File: config.mk
export PLATFORM = sky130hd
export DESIGN_NAME = coolant_level_qualifier
export DESIGN_NICKNAME = d
export VERILOG_FILES = /design/src/sv/clq_pkg.sv /design/src/sv/coolant_level_qualifier.sv
export SDC_FILE = /design/constraint.sdc
export NUM_CORES = 1
export LEC_CHECK = 0
export BUFFER_PORTS_ARGS = -buffer_cell sky130_fd_sc_hd__buf_2
export CAP_MARGIN = 10
export CORE_AREA = 2 2 63 65
export CTS_BUF_LIST = sky130_fd_sc_hd__clkbuf_8 sky130_fd_sc_hd__clkbuf_16
export DETAILED_ROUTE_END_ITERATION = 10
export DIE_AREA = 0 0 65 67
export PLACE_DENSITY = 0.83
export SETUP_SLACK_MARGIN = 0.02
export SLEW_MARGIN = 20
export SYNTH_ARGS = -nofsm -noshare
export SYNTH_HDL_FRONTEND = slang
export SYNTH_SLANG_ARGS = --single-unit
File: constraint.sdc
create_clock -name aclk -period 3.75 [get_ports aclk]
set_input_delay 0.5625 -clock aclk [delete_from_list [all_inputs] [get_ports aclk]]
set_output_delay 0.5625 -clock aclk [all_outputs]
set_load 0.01 [all_outputs]
File: src/sv/clq_pkg.sv
// Package for the coolant level qualifier: field widths, reset values,
// register indexes, event codes and the result word layout. No dependencies.

package clq_pkg;

    localparam int WINDOW_W = 5;
    localparam int STREAK_W = 4;
    localparam int CFG_ADDR_W = 1;
    localparam int CFG_DATA_W = 5;
    localparam int S_DATA_W = 8;
    localparam int M_DATA_W = 8;

    localparam logic [WINDOW_W-1:0] WINDOW_LENGTH_RESET = 5'd9;
    localparam logic [STREAK_W-1:0] DRY_LIMIT_RESET = 4'd5;

    // Configuration register indexes.
    localparam logic [CFG_ADDR_W-1:0] REG_WINDOW_LENGTH = 1'd0;
    localparam logic [CFG_ADDR_W-1:0] REG_DRY_LIMIT = 1'd1;

    // Result event codes.
    localparam logic EVENT_RESTORED = 1'b0;
    localparam logic EVENT_DRY_CHECK = 1'b1;

    // Result word, lowest field last in the packed order.
    typedef struct packed {
        logic                alarm_level;
        logic                alarm_raised;
        logic [STREAK_W-1:0] dry_streak_count;
        logic                event_res;
    } result_t;

endpackage

File: src/sv/coolant_level_qualifier.sv
// Coolant level qualifier top level: majority-vote debounce of level-sensor
// readings with a dry-window strike counter. Depends on clq_pkg.
//
//  channel   direction  word fields (lowest bit up)               accepted when
//  s_        in         wet_reading [0], zero pad [7:1]           s_tvalid & s_tready
//  m_        out        event_res [0], dry_streak_count [4:1],    m_tvalid & m_tready
//                       alarm_raised [5], alarm_level [6], pad [7]
//  cfg_      in         index 0 window_length, 1 dry_limit        cfg_wr_en
//
// One reading per clock when the result side keeps up. A reading is captured
// in the input register, evaluated in one pass of the window logic and, if it
// closes a window that reports, is loaded into the result register as it leaves
// the input register. Synchronous active-low reset clears the window counters, the
// streak, the alarm and both valid flags, and reloads the register defaults.
// A stalled result register holds its word and backs up through the input
// register; the input side stalls only when both are full.

module coolant_level_qualifier (
    input  logic                             aclk,
    input  logic                             aresetn,
    input  logic                             s_tvalid,
    output logic                             s_tready,
    input  logic [clq_pkg::S_DATA_W-1:0]     s_tdata,   // wet_reading [0]
    output logic                             m_tvalid,
    input  logic                             m_tready,
    // event_res [0], dry_streak_count [4:1], alarm_raised [5], alarm_level [6]
    output logic [clq_pkg::M_DATA_W-1:0]     m_tdata,
    input  logic                             cfg_wr_en,
    input  logic [clq_pkg::CFG_ADDR_W-1:0]   cfg_addr,
    input  logic [clq_pkg::CFG_DATA_W-1:0]   cfg_data
);
    import clq_pkg::*;

    // Configuration registers.
    logic [WINDOW_W-1:0] window_length_reg;
    logic [STREAK_W-1:0] dry_limit_reg;

    // Input register.
    logic in_valid_reg;
    logic in_wet_reg;

    // Window and streak state.
    logic [WINDOW_W-1:0] reading_index_reg, reading_index_next;
    logic [WINDOW_W-1:0] wet_tally_reg, wet_tally_next;
    logic [STREAK_W-1:0] dry_streak_reg, dry_streak_next;
    logic                low_alarm_reg, low_alarm_next;

    // Result register.
    logic    out_valid_reg;
    result_t out_word_reg;
    logic    result_fire;
    result_t result_word;

    logic                advance;
    logic [WINDOW_W-1:0] eff_len;
    logic [WINDOW_W-1:0] tally_inc;
    logic [WINDOW_W:0]   count;
    logic                window_done;
    logic                wet_window;
    logic [STREAK_W-1:0] streak_step;

    // The evaluation stage moves whenever the result register is free or drains.
    assign advance  = !out_valid_reg || m_tready;
    assign s_tready = !in_valid_reg || advance;

    always_comb begin
        // A zero length behaves as a window of one reading.
        eff_len     = (window_length_reg == '0) ? WINDOW_W'(1) : window_length_reg;
        tally_inc   = wet_tally_reg + WINDOW_W'(in_wet_reg);
        count       = {1'b0, reading_index_reg} + (WINDOW_W+1)'(1);
        window_done = (count >= {1'b0, eff_len});
        // Strict majority; a tie counts as dry.
        wet_window  = ({tally_inc, 1'b0} > {1'b0, eff_len});
        streak_step = (dry_streak_reg < dry_limit_reg) ? dry_streak_reg + STREAK_W'(1)
                                                       : dry_streak_reg;

        reading_index_next = reading_index_reg;
        wet_tally_next     = wet_tally_reg;
        dry_streak_next    = dry_streak_reg;
        low_alarm_next     = low_alarm_reg;
        result_fire        = 1'b0;
        result_word        = '0;

        if (in_valid_reg && advance) begin
            if (!window_done) begin
                reading_index_next = count[WINDOW_W-1:0];
                wet_tally_next     = tally_inc;
            end else begin
                reading_index_next = '0;
                wet_tally_next     = '0;
                if (wet_window) begin
                    // Wet window: clear the streak, report only if the alarm drops.
                    dry_streak_next = '0;
                    if (low_alarm_reg) begin
                        low_alarm_next            = 1'b0;
                        result_fire               = 1'b1;
                        result_word.event_res     = EVENT_RESTORED;
                    end
                end else begin
                    dry_streak_next = streak_step;
                    result_fire     = 1'b1;
                    if (streak_step >= dry_limit_reg && !low_alarm_reg) begin
                        low_alarm_next           = 1'b1;
                        result_word.alarm_raised = 1'b1;
                    end
                    result_word.event_res        = EVENT_DRY_CHECK;
                    result_word.dry_streak_count = streak_step;
                    result_word.alarm_level      = low_alarm_next;
                end
            end
        end
    end

    always_ff @(posedge aclk) begin
        if (!aresetn) begin
            window_length_reg <= WINDOW_LENGTH_RESET;
            dry_limit_reg     <= DRY_LIMIT_RESET;
            in_valid_reg      <= 1'b0;
            reading_index_reg <= '0;
            wet_tally_reg     <= '0;
            dry_streak_reg    <= '0;
            low_alarm_reg     <= 1'b0;
            out_valid_reg     <= 1'b0;
        end else begin
            if (cfg_wr_en) begin
                unique case (cfg_addr)
                    REG_WINDOW_LENGTH: window_length_reg <= cfg_data;
                    REG_DRY_LIMIT:     dry_limit_reg <= cfg_data[STREAK_W-1:0];
                    default: ;
                endcase
            end

            // Capture a reading; drop the held one once it has been evaluated.
            if (s_tvalid && s_tready) begin
                in_valid_reg <= 1'b1;
            end else if (advance) begin
                in_valid_reg <= 1'b0;
            end

            reading_index_reg <= reading_index_next;
            wet_tally_reg     <= wet_tally_next;
            dry_streak_reg    <= dry_streak_next;
            low_alarm_reg     <= low_alarm_next;

            // Load a new result, or free the register when the word is taken.
            if (advance) begin
                out_valid_reg <= result_fire;
            end
        end
    end

    // Payload registers: no reset.
    always_ff @(posedge aclk) begin
        if (s_tvalid && s_tready) begin
            in_wet_reg <= s_tdata[0];
        end
        if (result_fire) begin
            out_word_reg <= result_word;
        end
    end

    assign m_tvalid = out_valid_reg;
    assign m_tdata  = M_DATA_W'(out_word_reg);

`ifndef SYNTH
    // The window counter never reaches the top code: windows close by 31.
    a_index_in_range: assert property (@(posedge aclk) disable iff (!aresetn)
        reading_index_reg != {WINDOW_W{1'b1}})
        else $error("reading index reached an impossible value");

    // A freshly raised alarm is always reported as latched.
    a_raised_latched: assert property (@(posedge aclk) disable iff (!aresetn)
        (m_tvalid && out_word_reg.alarm_raised) |-> out_word_reg.alarm_level)
        else $error("alarm raised without alarm level");

    // A restored report carries a cleared streak and a cleared alarm.
    a_restored_clear: assert property (@(posedge aclk) disable iff (!aresetn)
        (m_tvalid && out_word_reg.event_res == EVENT_RESTORED) |->
        (out_word_reg.dry_streak_count == '0 && !out_word_reg.alarm_raised &&
         !out_word_reg.alarm_level))
        else $error("restored event with stale fields");

    // The alarm latches only together with a raised report.
    a_alarm_rise_reported: assert property (@(posedge aclk) disable iff (!aresetn)
        $rose(low_alarm_reg) |-> (out_valid_reg && out_word_reg.alarm_raised))
        else $error("alarm latched without a raised report");
`endif

endmodule
## Word-level counts from Yosys, hierarchy flattened

Cells that the tools add are included.

| word-level totals | value |
|---|---|
| flip-flop bits (word level) | 34 |
| output and inout port bits | 10 |

| operators by class | value |
|---|---|
| $add $sub $neg | 3 |
| order comparisons | 4 |
| mux-type cells | 15 |
| bitwise operators | 3 |
| reductions and logical operators | 14 |

Operator list:

| cell | count |
|---|---|
| 5-bit two-way mux | 3 |
| 1-bit two-way mux | 10 |
| 4-bit two-way mux | 2 |
| 5-bit by 1-bit adder with 6-bit output, second input constant | 1 |
| 6-bit by 5-bit >= comparator with 1-bit output | 1 |
| 6-bit by 5-bit greater-than comparator with 1-bit output | 1 |
| 2-bit AND reduction | 3 |
| 5-bit by 1-bit adder with 5-bit output | 1 |
| 5-bit logical NOT | 1 |
| 4-bit by 1-bit adder with 4-bit output, second input constant | 1 |
| 4-bit >= comparator | 1 |
| 4-bit less-than comparator | 1 |
| 1-bit logical AND | 3 |
| 1-bit logical NOT | 3 |
| 1-bit NOT | 3 |
| 3-bit OR reduction | 1 |
| 1-bit logical OR | 2 |
| 2-bit nonzero test | 1 |

## Depth between registers and ports, before layout

| logic depth | value |
|---|---|
| word-level depth | 6 |
| mapped depth | 13 |
| gate-level depth less buffers | 13 |

## Worst setup path before layout

Ideal clock, no wire load.

| path | value |
|---|---|
| path kind | reg-to-reg |
| start point | register in_wet_reg |
| end point | register out_word_reg (netlist bit m_tdata[0]), enable pin |
| library setup time | 0.368 ns |
| arrival time | 2.342 ns |
| required time | 3.382 ns |
| setup slack | 1.040 ns |
| stages on the path, launching flop included | 10 |
| path buffers | 0 |
| cell sequence | edfxtp_1 ha_1 ha_1 xor2_1 ha_1 nand2_1 or4_4 a21oi_4 nor2_1 nor2_1 |

| between the ends | value |
|---|---|
| longest elaborated chain between the ends | 5 |

RTL lines:

| item | RTL line | RTL |
|---|---|---|
| start, declared | coolant_level_qualifier.sv:40 | `logic in_wet_reg;` |
| start signal, assigned | coolant_level_qualifier.sv:155 | `in_wet_reg <= s_tdata[0];` |
| 5-bit by 1-bit adder with 5-bit output | coolant_level_qualifier.sv:69 | `tally_inc = wet_tally_reg + WINDOW_W'(in_wet_reg);` |
| 6-bit by 5-bit greater-than comparator with 1-bit output | coolant_level_qualifier.sv:73 | `wet_window = ({tally_inc, 1'b0} > {1'b0, eff_len});` |
| 1-bit two-way mux | coolant_level_qualifier.sv:91 | `if (wet_window) begin` |
| 1-bit two-way mux | coolant_level_qualifier.sv:85 | `if (!window_done) begin` |
| 1-bit two-way mux | coolant_level_qualifier.sv:84 | `if (in_valid_reg && advance) begin` |
| net result_fire | coolant_level_qualifier.sv:51 | `logic result_fire;` |
| end signal, assigned | coolant_level_qualifier.sv:158 | `out_word_reg <= result_word;` |
| end, declared | coolant_level_qualifier.sv:50 | `result_t out_word_reg;` |

The timed path passes the listed nets, and every way through them passes these cells.
A chain may end at the register's enable or synchronous reset.

## Worst setup path in the final report

| path | value |
|---|---|
| start point | register in_wet_reg |
| end point | register out_word_reg (netlist bit m_tdata[1]), enable pin |

Same word-level chain as after synthesis.

==> tab_implementation.tex <==
\begin{tabular}{lr}
\hline
Metric & Value \\
\hline
\multicolumn{2}{l}{\textbf{Layout}} \\
FF+latch area & 761 µm² \\
Most common cell after layout, fill and taps aside & sky130\_fd\_sc\_hd\_\_nand2\_1 \\
Total inserted antenna cells & 0 \\
\# fillers & 339 \\
Area of combinational cells with multiple inputs & 1080 µm² \\
Flip-flop count of the largest register, all copies and words added & 7 \\
Area added between synthesis and finish & 11.2\% \\
Share of cells above drive strength 1 & 15.8\% \\
Utilization of the core after routing & 59.1\% \\
\# nets final & 272 \\
Top library cells by usage in the layout, fill and taps aside & sky130\_fd\_sc\_hd\_\_nand2\_1 (28), sky130\_fd\_sc\_hd\_\_dfxtp\_1 (26), sky130\_fd\_sc\_hd\_\_ha\_1 (20), sky130\_fd\_sc\_hd\_\_buf\_2 (20), sky130\_fd\_sc\_hd\_\_a21oi\_1 (16) \\
\multicolumn{2}{l}{\textbf{Timing}} \\
Clock Skews & 0.00880 ns \\
Slew Limit Fails & 0 \\
Ratio of final minimum period to clock period & 78.7\% \\
Max Clk Rate & 0.339 GHz \\
Number of hold-slack violations in the final timing report & 0 \\
Transition time at the pin with the least slew margin & 0.583 ns \\
Setup violators final & 0 \\
Worst rel slew slack & 61.0\% \\
RSZ-0062 raised after global routing & no \\
TNS Setup & 0 ns \\
Shortest period the worst path allows & 2.95 ns \\
\multicolumn{2}{l}{\textbf{Detailed routing}} \\
Routed wirelength normalized by instance count & 12.0 µm \\
Total vias in the final route & 1,484 \\
Pre-Repair DR Iteration Count & 4 \\
Total wire length after detailed routing & 3380 µm \\
Vias per Instance & 5.26 \\
DRC errors left & 0 \\
Remaining antenna violation count after routing & 0 \\
Initial detailed-routing violation count & 33 \\
\multicolumn{2}{l}{\textbf{GRT}} \\
Pin count of the biggest net entering global routing & 14 \\
Wire length of the first global-routing pass & 5960 µm \\
Global-route met2 utilization & 30.0\% \\
Met3 Resource Use GR & 4.39\% \\
Residual overflow from global routing & 0 \\
Via count of the first global-routing pass & 1,400 \\
Most heavily used metal layer in global routing & met2 \\
Initial antenna violation count & 0 \\
Met1 usage in global routing & 22.0\% \\
Global-route usage over all layers & 17.9\% \\
\multicolumn{2}{l}{\textbf{Worst setup path}} \\
Worst reg2reg path depth & 9 \\
Worst-path fanout max & 8 \\
Kind of launch point of the worst setup path & flip-flop \\
Endpoint of the worst register-to-register path & m\_tdata[1] \\
Reg2reg setup slack & 0.80 ns \\
Type of the setup path with the least slack & flip-flop to flip-flop \\
Startpoint of the worst-slack reg-to-reg timing path & in\_wet\_reg \\
Worst endpoint required time & 3.66 ns \\
Setup crit end kind & flip-flop \\
Endpoint arrival time on the critical path & 2.86 ns \\
\multicolumn{2}{l}{\textbf{Placement}} \\
Detailed placer's ending HPWL & 2580 µm \\
Routability congestion estimate from global placement & 0.820 \\
PortBufs & 20 \\
\multicolumn{2}{l}{\textbf{Clock network}} \\
Longest Clk Path Bufs & 2 \\
Clock Sinks & 34 \\
Clock latency at the later pin of the worst-skew pair & 0.28 ns \\
Total CTS buffers & 5 \\
CTS clock-pin slew for the worst setup and hold paths & 0.07 ns \\
Cells resized by post-CTS repair & 0 \\
Post-CTS setup buffer count & 0 \\
H-Tree Depth & 2 \\
Count of hold-fix buffers inserted at cts & 0 \\
Clock tree from TritonCTS & built \\
Root Buffer Master & sky130\_fd\_sc\_hd\_\_clkbuf\_8 \\
\multicolumn{2}{l}{\textbf{Power and ir drop}} \\
Switching share of power & 24.4\% \\
Share of power burned in combinational logic & 9.8\% \\
Power dissipated by switching net loads & 173 µW \\
Part of the total power dissipated in sequential elements & 55.0\% \\
Static Leakage & 0.950 nW \\
Clk pwr share & 35.2\% \\
Peak supply drop & 0.242 mV \\
Power density over cell area & 334 nW/µm² \\
Internal cell power & 538 µW \\
\multicolumn{2}{l}{\textbf{Floorplan}} \\
Die boundary width & 65 µm \\
Std-Cell Core Area & 3610 µm² \\
\# rows & 22 \\
Count of pins on the block boundary & 29 \\
Die Footprint & 4360 µm² \\
Die height & 67 µm \\
Starting utilization of the core area & 53.2\% \\
\multicolumn{2}{l}{\textbf{Yosys}} \\
Cell count after synthesis & 212 \\
Distinct cells, synth & 42 \\
Leading register cell type out of synthesis & sky130\_fd\_sc\_hd\_\_dfxtp\_1 \\
Sequential fraction of the synthesis area & 39.7\% \\
Average cell area after synthesis & 9.04 µm² \\
Synth Net Count & 251 \\
Synth warnings & 0 \\
Count of flip-flops with a built-in enable after synthesis & 8 \\
Mapped Area & 1920 µm² \\
Flop and latch count out of synthesis & 34 \\
Post-synth ARST share & 0\% \\
\multicolumn{2}{l}{\textbf{Flow run}} \\
MaxCap Viol Count & 0 \\
\multicolumn{2}{l}{\textbf{Min path}} \\
Hold Path End & dry\_limit\_reg[3] \\
Startpoint of the tightest hold check path & dry\_limit\_reg[3] \\
Hold depth & 2 \\
Class of the worst hold path & flip-flop to flip-flop \\
\multicolumn{2}{l}{\textbf{Run status}} \\
Status & completed \\
\hline
\end{tabular}
[area by class of cell]
cell class              instances  share of cell area (%)
clock buffers                   5                    3.23
clock inverters                 3                   0.587
inverters                      14                    2.47
multi-input cells             158                    50.5
flip-flops and latches         34                    35.7
well taps                      48                    2.82
repair buffers                 20                    4.70
[logic make-up (layout without fill, tap and decap cells)]
logic type                 Yosys count  in the layout  synth area share, %
and+or+nand+nor                     81             81                 20.9
AOI/OAI and AO/OA                   39             39                 14.0
DFF                                 34             34                 39.7
adders and majority gates           20             20                 13.1
buffers and inverters               20             42                 4.18
xor gates and xnor gates            13             13                 5.94
muxes                                4              4                 2.09
other                                1              1                0.196
[metal layers]
| metal | part of all wire [%] | vias up |
|---|---|---|
| met5 | 0 | - |
| met4 | 1.5 | 0 |
| met3 | 4.5 | 4 |
| met2 | 43 | 34 |
| met1 | 51 | 674 |
| li1 | - | 772 |
[worst max-delay path: stages (launching register included)]
cell	delay (ns)
sky130_fd_sc_hd__edfxtp_1	0.38
sky130_fd_sc_hd__ha_1	0.24
sky130_fd_sc_hd__ha_1	0.22
sky130_fd_sc_hd__xor2_1	0.16
sky130_fd_sc_hd__ha_1	0.27
sky130_fd_sc_hd__nand2_1	0.06
sky130_fd_sc_hd__or4_4	0.49
sky130_fd_sc_hd__a21oi_4	0.25
sky130_fd_sc_hd__nor2_1	0.06
sky130_fd_sc_hd__nor2_1	0.46
[through the flow]
stage | worst slack, ns | total power [mW] | hold slack [ns] | instances | area, µm²
2_1_floorplan | 1.04 | 0.449 | 0.436 | 212 | 1920
3_3_place_gp | 0.861 | 0.468 | 0.447 | 274 | 2050
3_5_place_dp | 0.790 | 0.470 | 0.454 | 274 | 2050
4_1_cts | 0.757 | 0.718 | 0.463 | 282 | 2130
5_1_grt | 0.582 | 0.746 | 0.461 | 282 | 2130
6_report | 0.799 | 0.711 | 0.461 | 282 | 2130
[worst max-delay path by stage]
| stage | start | end | slack [ns] | cells after the start |
|---|---|---|---|---|
| after detailed placement | in_wet_reg | m_tdata[4] | 0.79 | 9 |
| after floorplan | in_wet_reg | m_tdata[0] | 1.04 | 9 |
| final | in_wet_reg | m_tdata[1] | 0.80 | 9 |
| after global routing | dry_limit_reg[1] | low_alarm_reg | 0.58 | 13 |
| after CTS | in_wet_reg | m_tdata[1] | 0.76 | 9 |
| after global placement | in_wet_reg | m_tdata[4] | 0.86 | 9 |
[synthesized netlist by cell type, types with 2 or more instances]
library cell,n,area share (%)
sky130_fd_sc_hd__nor3_1,2,0.52
sky130_fd_sc_hd__clkbuf_1,4,0.78
sky130_fd_sc_hd__o21a_1,3,1.2
sky130_fd_sc_hd__and2_1,6,2.0
sky130_fd_sc_hd__xnor2_1,7,3.2
sky130_fd_sc_hd__inv_1,12,2.3
sky130_fd_sc_hd__xor2_1,6,2.7
sky130_fd_sc_hd__a21o_1,3,1.2
sky130_fd_sc_hd__nand2_1,28,5.5
sky130_fd_sc_hd__a21oi_1,16,4.2
sky130_fd_sc_hd__edfxtp_1,8,13
sky130_fd_sc_hd__nand3_1,14,3.7
sky130_fd_sc_hd__nand2b_1,4,1.3
sky130_fd_sc_hd__ha_1,20,13
sky130_fd_sc_hd__dfxtp_1,26,27
sky130_fd_sc_hd__mux2i_1,4,2.1
sky130_fd_sc_hd__or3_1,3,0.98
sky130_fd_sc_hd__o21ai_0,6,1.6
sky130_fd_sc_hd__nand2b_4,2,1.4
sky130_fd_sc_hd__a21oi_4,2,1.7
sky130_fd_sc_hd__nor2_1,15,2.9
[power by group through the flow]
stage | logic (mW) | clock network, mW | registers (mW)
after detailed placement | 0.0705 | 0 | 0.400
after global routing | 0.0821 | 0.272 | 0.393
final | 0.0695 | 0.250 | 0.391
after floorplan | 0.0517 | 0 | 0.398
after global placement | 0.0684 | 0 | 0.399
after CTS | 0.0709 | 0.256 | 0.391
(Power assumes the default switching activity.)
